**config.mk**
```make
export PLATFORM = sky130hd
export DESIGN_NAME = iq_dc_removal_agc_frontend
export DESIGN_NICKNAME = d
export VERILOG_FILES = /design/src/design/iqdc_pkg.sv /design/src/design/iq_dc_removal_agc_frontend.sv /design/src/design/iqdc_regs.sv /design/src/design/iqdc_ctrl.sv /design/src/design/iqdc_datapath.sv
export SDC_FILE = /design/constraint.sdc
export NUM_CORES = 1
export LEC_CHECK = 0
export BUFFER_PORTS_ARGS = -buffer_cell sky130_fd_sc_hd__buf_2
export CORE_ASPECT_RATIO = 0.9
export CORE_MARGIN = 4
export CORE_UTILIZATION = 54
export DETAILED_ROUTE_END_ITERATION = 16
export PLACE_DENSITY = 0.72
export SETUP_SLACK_MARGIN = 0.1
export SYNTH_ARGS = -nofsm -noshare
export SYNTH_HDL_FRONTEND = slang
export SYNTH_HIERARCHICAL = 1
export SYNTH_SLANG_ARGS = --single-unit
```
**constraint.sdc**
```tcl
create_clock -name clk -period 13.4 [get_ports clk]
set_input_delay 2.68 -clock clk [delete_from_list [all_inputs] [get_ports clk]]
set_output_delay 2.68 -clock clk [all_outputs]
set_load 0.03 [all_outputs]
```
**src/design/iqdc_pkg.sv**
```systemverilog
// Shared types and constants for the I/Q DC removal and AGC front end.
`default_nettype none

package iqdc_pkg;

  localparam int STRENGTH_MAX = 8191;
  // Radix-4 restoring divider: two quotient bits per step over a 16-bit dividend.
  localparam int DIV_STEPS    = 8;

  localparam int ADDR_W = 4;
  localparam int DATA_W = 32;

  typedef enum logic [1:0] {
    REG_AGC_TOP    = 2'd0,
    REG_AUDIO_GAIN = 2'd1,
    REG_OR_THRESH  = 2'd2,
    REG_OR_ENABLE  = 2'd3
  } reg_idx_t;

  localparam logic [14:0] AGC_TOP_RST    = 15'd150;
  localparam logic [7:0]  AUDIO_GAIN_RST = 8'd100;
  localparam logic [10:0] OR_THRESH_RST  = 11'd150;
  localparam logic        OR_ENABLE_RST  = 1'b1;

  typedef struct packed {
    logic [11:0] raw_i;
    logic [11:0] raw_q;
  } in_item_t;

  typedef struct packed {
    logic signed [15:0] scaled_i;
    logic signed [15:0] scaled_q;
    logic               ovr_flag;
    logic [12:0]        signal_strength;
    logic [14:0]        agc_scale;
  } out_item_t;

  typedef struct packed {
    logic [14:0] agc_top;
    logic [7:0]  audio_gain;
    logic [10:0] ovr_thresh;
    logic        ovr_enable;
  } cfg_t;

  // Controller to datapath
  typedef struct packed {
    logic load;      // capture input transfer
    logic upd;       // update bias accumulators
    logic rem;       // form bias-removed samples
    logic mag;       // magnitude estimate, divider init
    logic div_step;  // one radix-4 divide step
    logic gain;      // gain * scale
    logic emit;      // final multiply into output register
  } cmd_t;

  // Datapath to controller
  typedef struct packed {
    logic out_free;
  } status_t;

endpackage

`default_nettype wire

```
**src/design/iq_dc_removal_agc_frontend.sv**
```systemverilog
// Top level of the I/Q DC removal and AGC front end.
`default_nettype none

// Takes one 12-bit I/Q sample pair per input transfer and gives one result
// per transfer: both channels with their running DC bias removed, scaled by
// audio_gain * (agc_top / magnitude) and wrapped to 16 bits, together with the
// over-range flag, the magnitude estimate and the AGC scale. Samples are
// processed one at a time; each item passes through the input transfer,
// bias update, bias removal, magnitude, the 8-step radix-4 divider that
// forms the scale, gain and the final multiply before the next input
// transfer. The result sits in an output register, so the next sample is
// taken while it waits; a stalled output holds the sequencer at its final
// multiply. Configuration registers sit at byte offsets 0, 4, 8 and 12 and
// should only be written while no sample is in flight.
module iq_dc_removal_agc_frontend #(
  parameter int BIAS_SHIFT   = 8,
  parameter int ADC_MIDSCALE = 2048
) (
  input  wire logic                        clk,
  input  wire logic                        rst_n,
  input  wire logic                        in_valid,
  output logic                             in_ready,
  input  wire iqdc_pkg::in_item_t          in_data,
  output logic                             out_valid,
  input  wire logic                        out_ready,
  output iqdc_pkg::out_item_t              out_data,
  input  wire logic                        psel,
  input  wire logic                        penable,
  input  wire logic                        pwrite,
  input  wire logic [iqdc_pkg::ADDR_W-1:0] paddr,
  input  wire logic [iqdc_pkg::DATA_W-1:0] pwdata,
  output logic      [iqdc_pkg::DATA_W-1:0] prdata,
  output logic                             pready
);
  import iqdc_pkg::*;

  cfg_t    cfg;
  cmd_t    cmd;
  status_t status;

  iqdc_regs u_regs (
    .clk     (clk),
    .rst_n   (rst_n),
    .psel    (psel),
    .penable (penable),
    .pwrite  (pwrite),
    .paddr   (paddr),
    .pwdata  (pwdata),
    .prdata  (prdata),
    .pready  (pready),
    .cfg     (cfg)
  );

  iqdc_ctrl u_ctrl (
    .clk      (clk),
    .rst_n    (rst_n),
    .in_valid (in_valid),
    .in_ready (in_ready),
    .status   (status),
    .cmd      (cmd)
  );

  iqdc_datapath #(
    .BIAS_SHIFT   (BIAS_SHIFT),
    .ADC_MIDSCALE (ADC_MIDSCALE)
  ) u_datapath (
    .clk       (clk),
    .rst_n     (rst_n),
    .cmd       (cmd),
    .status    (status),
    .cfg       (cfg),
    .in_data   (in_data),
    .out_data  (out_data),
    .out_valid (out_valid),
    .out_ready (out_ready)
  );

endmodule

`default_nettype wire

```
**src/design/iqdc_regs.sv**
```systemverilog
// APB-style configuration register file.
`default_nettype none

module iqdc_regs (
  input  wire logic                       clk,
  input  wire logic                       rst_n,
  input  wire logic                       psel,
  input  wire logic                       penable,
  input  wire logic                       pwrite,
  input  wire logic [iqdc_pkg::ADDR_W-1:0] paddr,
  input  wire logic [iqdc_pkg::DATA_W-1:0] pwdata,
  output logic      [iqdc_pkg::DATA_W-1:0] prdata,
  output logic                            pready,
  output iqdc_pkg::cfg_t                  cfg
);
  import iqdc_pkg::*;

  cfg_t     cfg_r;
  reg_idx_t idx;
  logic     wr_en;

  assign idx    = reg_idx_t'(paddr[3:2]);
  assign wr_en  = psel & penable & pwrite;
  assign pready = 1'b1;
  assign cfg    = cfg_r;

  always_ff @(posedge clk) begin
    if (!rst_n) begin
      cfg_r.agc_top    <= AGC_TOP_RST;
      cfg_r.audio_gain <= AUDIO_GAIN_RST;
      cfg_r.ovr_thresh <= OR_THRESH_RST;
      cfg_r.ovr_enable <= OR_ENABLE_RST;
    end else if (wr_en) begin
      unique case (idx)
        REG_AGC_TOP:    cfg_r.agc_top    <= pwdata[14:0];
        REG_AUDIO_GAIN: cfg_r.audio_gain <= pwdata[7:0];
        REG_OR_THRESH:  cfg_r.ovr_thresh <= pwdata[10:0];
        REG_OR_ENABLE:  cfg_r.ovr_enable <= pwdata[0];
        default: ;
      endcase
    end
  end

  always_comb begin
    unique case (idx)
      REG_AGC_TOP:    prdata = {17'd0, cfg_r.agc_top};
      REG_AUDIO_GAIN: prdata = {24'd0, cfg_r.audio_gain};
      REG_OR_THRESH:  prdata = {21'd0, cfg_r.ovr_thresh};
      REG_OR_ENABLE:  prdata = {31'd0, cfg_r.ovr_enable};
      default:        prdata = '0;
    endcase
  end

endmodule

`default_nettype wire

```
**src/design/iqdc_ctrl.sv**
```systemverilog
// Sequencing state machine for the front end.
`default_nettype none

module iqdc_ctrl (
  input  wire logic              clk,
  input  wire logic              rst_n,
  input  wire logic              in_valid,
  output logic                   in_ready,
  input  wire iqdc_pkg::status_t status,
  output iqdc_pkg::cmd_t         cmd
);
  import iqdc_pkg::*;

  localparam int              CNT_W    = $clog2(DIV_STEPS);
  localparam logic [CNT_W-1:0] DIV_LAST = CNT_W'(DIV_STEPS - 1);

  typedef enum logic [6:0] {
    S_IDLE = 7'b0000001,
    S_UPD  = 7'b0000010,
    S_REM  = 7'b0000100,
    S_MAG  = 7'b0001000,
    S_DIV  = 7'b0010000,
    S_GAIN = 7'b0100000,
    S_MULT = 7'b1000000
  } state_t;

  state_t           state_r, state_nxt;
  logic [CNT_W-1:0] cnt_r, cnt_nxt;

  assign in_ready = (state_r == S_IDLE);

  always_comb begin
    state_nxt = state_r;
    cnt_nxt   = cnt_r;
    cmd       = '0;
    unique case (state_r)
      S_IDLE: begin
        if (in_valid) begin
          cmd.load  = 1'b1;
          state_nxt = S_UPD;
        end
      end
      S_UPD: begin
        cmd.upd   = 1'b1;
        state_nxt = S_REM;
      end
      S_REM: begin
        cmd.rem   = 1'b1;
        state_nxt = S_MAG;
      end
      S_MAG: begin
        cmd.mag   = 1'b1;
        cnt_nxt   = '0;
        state_nxt = S_DIV;
      end
      S_DIV: begin
        cmd.div_step = 1'b1;
        cnt_nxt      = cnt_r + CNT_W'(1);
        if (cnt_r == DIV_LAST) begin
          state_nxt = S_GAIN;
        end
      end
      S_GAIN: begin
        cmd.gain  = 1'b1;
        state_nxt = S_MULT;
      end
      S_MULT: begin
        // hold until the output register can take the result
        if (status.out_free) begin
          cmd.emit  = 1'b1;
          state_nxt = S_IDLE;
        end
      end
      default: state_nxt = S_IDLE;
    endcase
  end

  always_ff @(posedge clk) begin
    if (!rst_n) begin
      state_r <= S_IDLE;
      cnt_r   <= '0;
    end else begin
      state_r <= state_nxt;
      cnt_r   <= cnt_nxt;
    end
  end

  a_mag_starts_div: assert property (@(posedge clk) disable iff (!rst_n)
    state_r == S_MAG |=> state_r == S_DIV && cnt_r == '0)
    else $error("divide did not start after magnitude");

  a_div_ends: assert property (@(posedge clk) disable iff (!rst_n)
    state_r == S_DIV && cnt_r == DIV_LAST |=> state_r == S_GAIN)
    else $error("divide ran past its last step");

  a_emit_free: assert property (@(posedge clk) disable iff (!rst_n)
    cmd.emit |-> status.out_free)
    else $error("result emitted over a pending transfer");

endmodule

`default_nettype wire

```
**src/design/iqdc_datapath.sv**
```systemverilog
// Bias removal, magnitude, divider, gain multiply and output register.
`default_nettype none

module iqdc_datapath #(
  parameter int BIAS_SHIFT   = 8,
  parameter int ADC_MIDSCALE = 2048
) (
  input  wire logic               clk,
  input  wire logic               rst_n,
  input  wire iqdc_pkg::cmd_t     cmd,
  output iqdc_pkg::status_t       status,
  input  wire iqdc_pkg::cfg_t     cfg,
  input  wire iqdc_pkg::in_item_t in_data,
  output iqdc_pkg::out_item_t     out_data,
  output logic                    out_valid,
  input  wire logic               out_ready
);
  import iqdc_pkg::*;

  localparam logic [31:0] ACC_RESET = 32'(ADC_MIDSCALE) << BIAS_SHIFT;

  logic [31:0] acc_i_r, acc_q_r, acc_i_nxt, acc_q_nxt;
  logic [11:0] raw_i_r, raw_q_r;
  logic [15:0] si_r, sq_r;
  logic        over_r;
  logic [12:0] strength_r;
  logic [15:0] quo_r;
  logic [12:0] rem_r;
  logic [14:0] scale_r;
  logic [15:0] gs_r;
  out_item_t   out_r;
  logic        out_valid_r, out_valid_nxt;

  // bias estimate and sample minus estimate (low 16 bits are all that matter)
  logic signed [31:0] est_i, est_q;
  logic [15:0]        diff_i, diff_q;

  assign est_i  = $signed(acc_i_r) >>> BIAS_SHIFT;
  assign est_q  = $signed(acc_q_r) >>> BIAS_SHIFT;
  assign diff_i = {4'd0, raw_i_r} - est_i[15:0];
  assign diff_q = {4'd0, raw_q_r} - est_q[15:0];

  assign acc_i_nxt = acc_i_r + {{16{diff_i[15]}}, diff_i};
  assign acc_q_nxt = acc_q_r + {{16{diff_q[15]}}, diff_q};

  // alpha max + beta min
  logic [15:0] abs_i, abs_q, mx, mn;
  logic [17:0] mn3;
  logic [16:0] mag_sum;
  logic [12:0] strength_nxt;

  assign abs_i   = si_r[15] ? 16'd0 - si_r : si_r;
  assign abs_q   = sq_r[15] ? 16'd0 - sq_r : sq_r;
  assign mx      = (abs_i > abs_q) ? abs_i : abs_q;
  assign mn      = (abs_i > abs_q) ? abs_q : abs_i;
  assign mn3     = {2'd0, mn} + {1'b0, mn, 1'b0};
  assign mag_sum = {1'b0, mx} + {2'd0, mn3[17:3]};

  always_comb begin
    if (mag_sum > 17'(STRENGTH_MAX)) begin
      strength_nxt = 13'(STRENGTH_MAX);
    end else if (mag_sum == '0) begin
      strength_nxt = 13'd1;
    end else begin
      strength_nxt = mag_sum[12:0];
    end
  end

  // two restoring steps per cycle
  logic [13:0] dvs, t1, t2, r1, r2;
  logic        ge1, ge2;

  assign dvs = {1'b0, strength_r};
  assign t1  = {rem_r, quo_r[15]};
  assign ge1 = (t1 >= dvs);
  assign r1  = ge1 ? t1 - dvs : t1;
  assign t2  = {r1[12:0], quo_r[14]};
  assign ge2 = (t2 >= dvs);
  assign r2  = ge2 ? t2 - dvs : t2;

  logic [14:0] scale_nxt;
  logic [22:0] gs_full;
  logic [31:0] prod_i, prod_q;

  assign scale_nxt = (quo_r[14:0] == '0) ? 15'd1 : quo_r[14:0];
  assign gs_full   = {15'd0, cfg.audio_gain} * {8'd0, scale_nxt};
  // only the low 16 bits of the product survive, so signedness drops out
  assign prod_i    = {16'd0, si_r} * {16'd0, gs_r};
  assign prod_q    = {16'd0, sq_r} * {16'd0, gs_r};

  assign out_valid_nxt = cmd.emit | (out_valid_r & ~out_ready);

  always_ff @(posedge clk) begin
    if (!rst_n) begin
      acc_i_r     <= ACC_RESET;
      acc_q_r     <= ACC_RESET;
      out_valid_r <= 1'b0;
    end else begin
      if (cmd.upd) begin
        acc_i_r <= acc_i_nxt;
        acc_q_r <= acc_q_nxt;
      end
      out_valid_r <= out_valid_nxt;
    end
  end

  always_ff @(posedge clk) begin
    if (cmd.load) begin
      raw_i_r <= in_data.raw_i;
      raw_q_r <= in_data.raw_q;
    end
    if (cmd.rem) begin
      si_r   <= diff_i;
      sq_r   <= diff_q;
      over_r <= cfg.ovr_enable & ~diff_i[15] &
                (diff_i[14:0] > {4'd0, cfg.ovr_thresh});
    end
    if (cmd.mag) begin
      strength_r <= strength_nxt;
      quo_r      <= {1'b0, cfg.agc_top};
      rem_r      <= '0;
    end
    if (cmd.div_step) begin
      quo_r <= {quo_r[13:0], ge1, ge2};
      rem_r <= r2[12:0];
    end
    if (cmd.gain) begin
      scale_r <= scale_nxt;
      gs_r    <= gs_full[15:0];
    end
    if (cmd.emit) begin
      out_r.scaled_i        <= prod_i[15:0];
      out_r.scaled_q        <= prod_q[15:0];
      out_r.ovr_flag        <= over_r;
      out_r.signal_strength <= strength_r;
      out_r.agc_scale       <= scale_r;
    end
  end

  assign out_data        = out_r;
  assign out_valid       = out_valid_r;
  assign status.out_free = ~out_valid_r | out_ready;

  a_emit_valid: assert property (@(posedge clk) disable iff (!rst_n)
    cmd.emit |=> out_valid_r)
    else $error("output register not valid after emit");

  a_rem_bound: assert property (@(posedge clk) disable iff (!rst_n)
    cmd.div_step |=> rem_r < strength_r)
    else $error("divider remainder not below divisor");

  a_out_nonzero: assert property (@(posedge clk) disable iff (!rst_n)
    cmd.emit |=> out_r.signal_strength != '0 && out_r.agc_scale != '0)
    else $error("strength or scale emitted as zero");

endmodule

`default_nettype wire
```
==> impl_results.md <==
- Run status: finished clean
- Critical path type: reg2reg
- Ant. Diodes: 0
- Layout cells sized above 1: 9.126%
- Root Buffer Master: clkbuf_16
- Seq pwr share: 35.9%
- Fmax achieved: 0.1111 GHz
- Worst-path clk slew: 0.06 ns
- RSZ-0062 raised after global routing: no
- WL per Instance: 17.17 microns
- Post-synthesis cell area: 0.02819 sq mm
- Cts hold-fix bufs: 0
- DRC: 0
- Clk_skew: 0.02089 ns
- Clock share of power: 36.1%
- Initial antenna violation count: 0
- Final Hold Fails: 0
- Synth unique cells: 96
- Post-Syn Instances: 3,004
- Detail Route Antenna Nets: 0
- Non-filler cells, final: 3,767
- Synthesized flop and latch total: 285
- WP data arrival: 9.27 ns
- Ports: 163
- Layout area overhead: 8.002%
- First-pass GRT wire length: 106,200 microns
- Vias/cell: 5.554
- Placed Instances: 3,705
- Most frequent cells in the layout: 435 x inv_1, 363 x nand2_1, 277 x ha_1
- Final Slew Violations: 0
- Worst-case clock buffer depth: 3
- Max IR drop VDD: 0.09691 mV
- Core Util, Final: 58.90%
- Clock latency on the worst-skew pair: 0.56 ns
- Post-route minimum period: 9.003 ns
- Crit Path Max Fanout: 27
- Largest net degree at the start of global routing: 64
- WP data required: 13.67 ns
- Slowest Stage Delay on Critical Path: 0.67 ns
- Post-synth EDFFs: 191
- Setup TNS: 0 ns
- Fin nets: 3,625
- Sequential cell area fraction in the yosys report: 27.02%
- Number of port buffers: 125
- Gr ovfl total: 0
- Placement Setup Slack: 4.460 ns
- Starting Density: 54.53%
- Post-Syn Area per Cell: 9.385 sq um
- Final RePlAce weighted congestion: 0.8927
- Switch share: 31.26%
- Hold/Removal Path Class: reg2reg
- Iter 0 DRT Violations: 1,401
- Rel. slew slack: 21.51%
- Cell-internal power: 1.918 mW
- Drt pass-1 iters: 5
- Post-CTS Resized: 0
- Worst Setup End Kind: flip-flop
- Most used cell along the critical path: a21oi_1
- TritonCTS clock tree: done
- Max_cap viols: 0
- Switching power: 872.2 uW
- Final WL: 64,700 microns
- Dpl hpwl: 48,590 microns
- Slowest cell on crit path: edfxtp_1
- Yosys warning total: 6
- Die X: 248.9 microns
- Total power: 2.790 mW
- DIE AREA: 0.05593 sq mm
- Commonest non-fill, non-tap cell in the layout: inv_1
- Startpoint types: flip-flop
- Htree depth: 2
- Vias post-DR: 20,920
- Final worst path period share: 67.19%
- Least-Margin Pin Slew: 1.177 ns
- Power per Cell Area: 91.64 mW/mm^2
- Leakage Power: 13.81 nW
- Total GRT Usage: 22.85%
- Final WS setup: 4.397 ns
- CTS Buf Count: 35
- Asr flop ratio synth: 0%
- Combinational share of power: 28.0%
- FP Rows: 79
- Final setup violation count: 0
- Synth Flop Type: edfxtp_1
- Clk sink count: 285
- Setup bufs post-CTS: 0
- Vias in the first global route: 21,550
- Die height: 224.8 microns
- Core area: 0.05170 sq mm
[flip-flops by register name (all words and copies together), names as in the netlist, 7 cells and up]
name and flops:
u_datapath/out_data 61, u_regs/cfg 35, u_datapath/acc_i_r 24, u_datapath/acc_q_r 24
u_datapath/gs_r 16, u_datapath/quo_r 16, u_datapath/si_r 16, u_datapath/sq_r 16
u_datapath/scale_r 15, u_datapath/rem_r 13, u_datapath/strength_r 13, u_datapath/raw_i_r 12
u_datapath/raw_q_r 12, u_ctrl/state_r 7
[metrics by stage]
stage	cell area, sq um	hold slack (ns)
after floorplan	28250	0.4003
final	30450	0.4195
after global routing	30450	0.4280
after detailed placement	29220	0.4054
after CTS	30450	0.4207
after global placement	29220	0.4022
[synth_stat cells (4+ instances only)]
master | count | area, sq um
inv_1 | 435 | 1633
nand2_1 | 363 | 1363
ha_1 | 277 | 3466
fa_1 | 227 | 4544
edfxtp_1 | 191 | 5736
and2_1 | 155 | 969.7
xnor2_1 | 154 | 1349
a21oi_1 | 123 | 615.6
nor2_1 | 115 | 431.7
clkbuf_1 | 110 | 412.9
o21ai_0 | 95 | 475.5
dfxtp_1 | 94 | 1882
mux2i_1 | 94 | 940.9
nor2b_1 | 81 | 506.7
xor2_1 | 67 | 586.8
a21o_1 | 41 | 307.8
nand2b_1 | 32 | 200.2
mux2_2 | 26 | 292.8
nor3_1 | 23 | 115.1
nand3_1 | 22 | 110.1
buf_4 | 21 | 157.7
a21boi_0 | 19 | 142.6
o21a_1 | 19 | 142.6
nand4_1 | 16 | 100.1
or3_1 | 14 | 87.58
o31ai_1 | 13 | 97.59
buf_2 | 12 | 60.06
o21bai_1 | 11 | 82.58
and3_1 | 9 | 56.30
nor4_1 | 9 | 56.30
o211ai_1 | 9 | 67.56
o21ai_1 | 8 | 40.04
buf_6 | 7 | 78.83
nand3b_1 | 6 | 45.04
a211oi_1 | 5 | 37.54
a31oi_1 | 5 | 31.28
or2_2 | 5 | 31.28
or4_1 | 4 | 30.03
[area by class of cell]
class,instances,area (sq um)
clock buffer,41,918.4
sequential,285,7617
inverter,435,1633
clock inverter,21,306.5
multi-input combinational,2148,18310
tap,688,860.8
timing repair buffer,149,805.8
fill,4310,21250
[kinds of logic after synthesis]
family / after synthesis / share of synthesized area [%]
compound gates: 397 / 9.143
xor+xnor: 221 / 6.866
fa+ha+maj: 504 / 28.41
buf+inv: 587 / 8.335
flops: 285 / 27.02
mux: 121 / 4.456
other cells: 2 / 0.02664
simple gates: 887 / 15.74
[worst max-delay path, delay by kind of cell, from the launching register on]
family / cells / cell delay [ns]
AOI/OAI and AO/OA: 17 / 3.46
and+or+nand+nor: 14 / 2.67
adders and majority gates: 3 / 0.83
DFF: 1 / 0.67
buffers and inverters: 2 / 0.55
xor gates and xnor gates: 2 / 0.53
[per-layer routing]
layer | vias to the layer above | track usage [%] | share of wire [%]
met4 | 0 | 7.400 | 2.9
met1 | 10250 | 29.91 | 43
met3 | 149 | 3.688 | 6.0
met2 | 664 | 39.25 | 49
met5 | - | 0 | 0
li1 | 9863 | - | -
[worst paths after layout]
kind,from,to,slack [ns],depth (start not counted)
max,u_datapath/sq_r[2]$_DFFE_PP_,u_datapath/strength_r[0]$_SDFFCE_PP1P_,4.40,38
min,u_datapath/scale_r[3]$_DFFE_PP_,u_datapath/out_data[3]$_DFFE_PP_,0.42,0
max reg2reg,u_datapath/sq_r[2]$_DFFE_PP_,u_datapath/strength_r[0]$_SDFFCE_PP1P_,4.40,38
min reg2reg,u_datapath/scale_r[3]$_DFFE_PP_,u_datapath/out_data[3]$_DFFE_PP_,0.42,0
[power by group through the flow]
stage | clock, mW | combinational, mW | sequential, mW
after CTS | 1.03 | 0.776 | 1.00
after floorplan | 0 | 0.610 | 1.01
final | 1.01 | 0.782 | 1.00
after detailed placement | 0 | 0.770 | 1.02
after global placement | 0 | 0.736 | 1.02
after global routing | 1.07 | 0.871 | 1.00
Power figures use the tool's default switching activity.
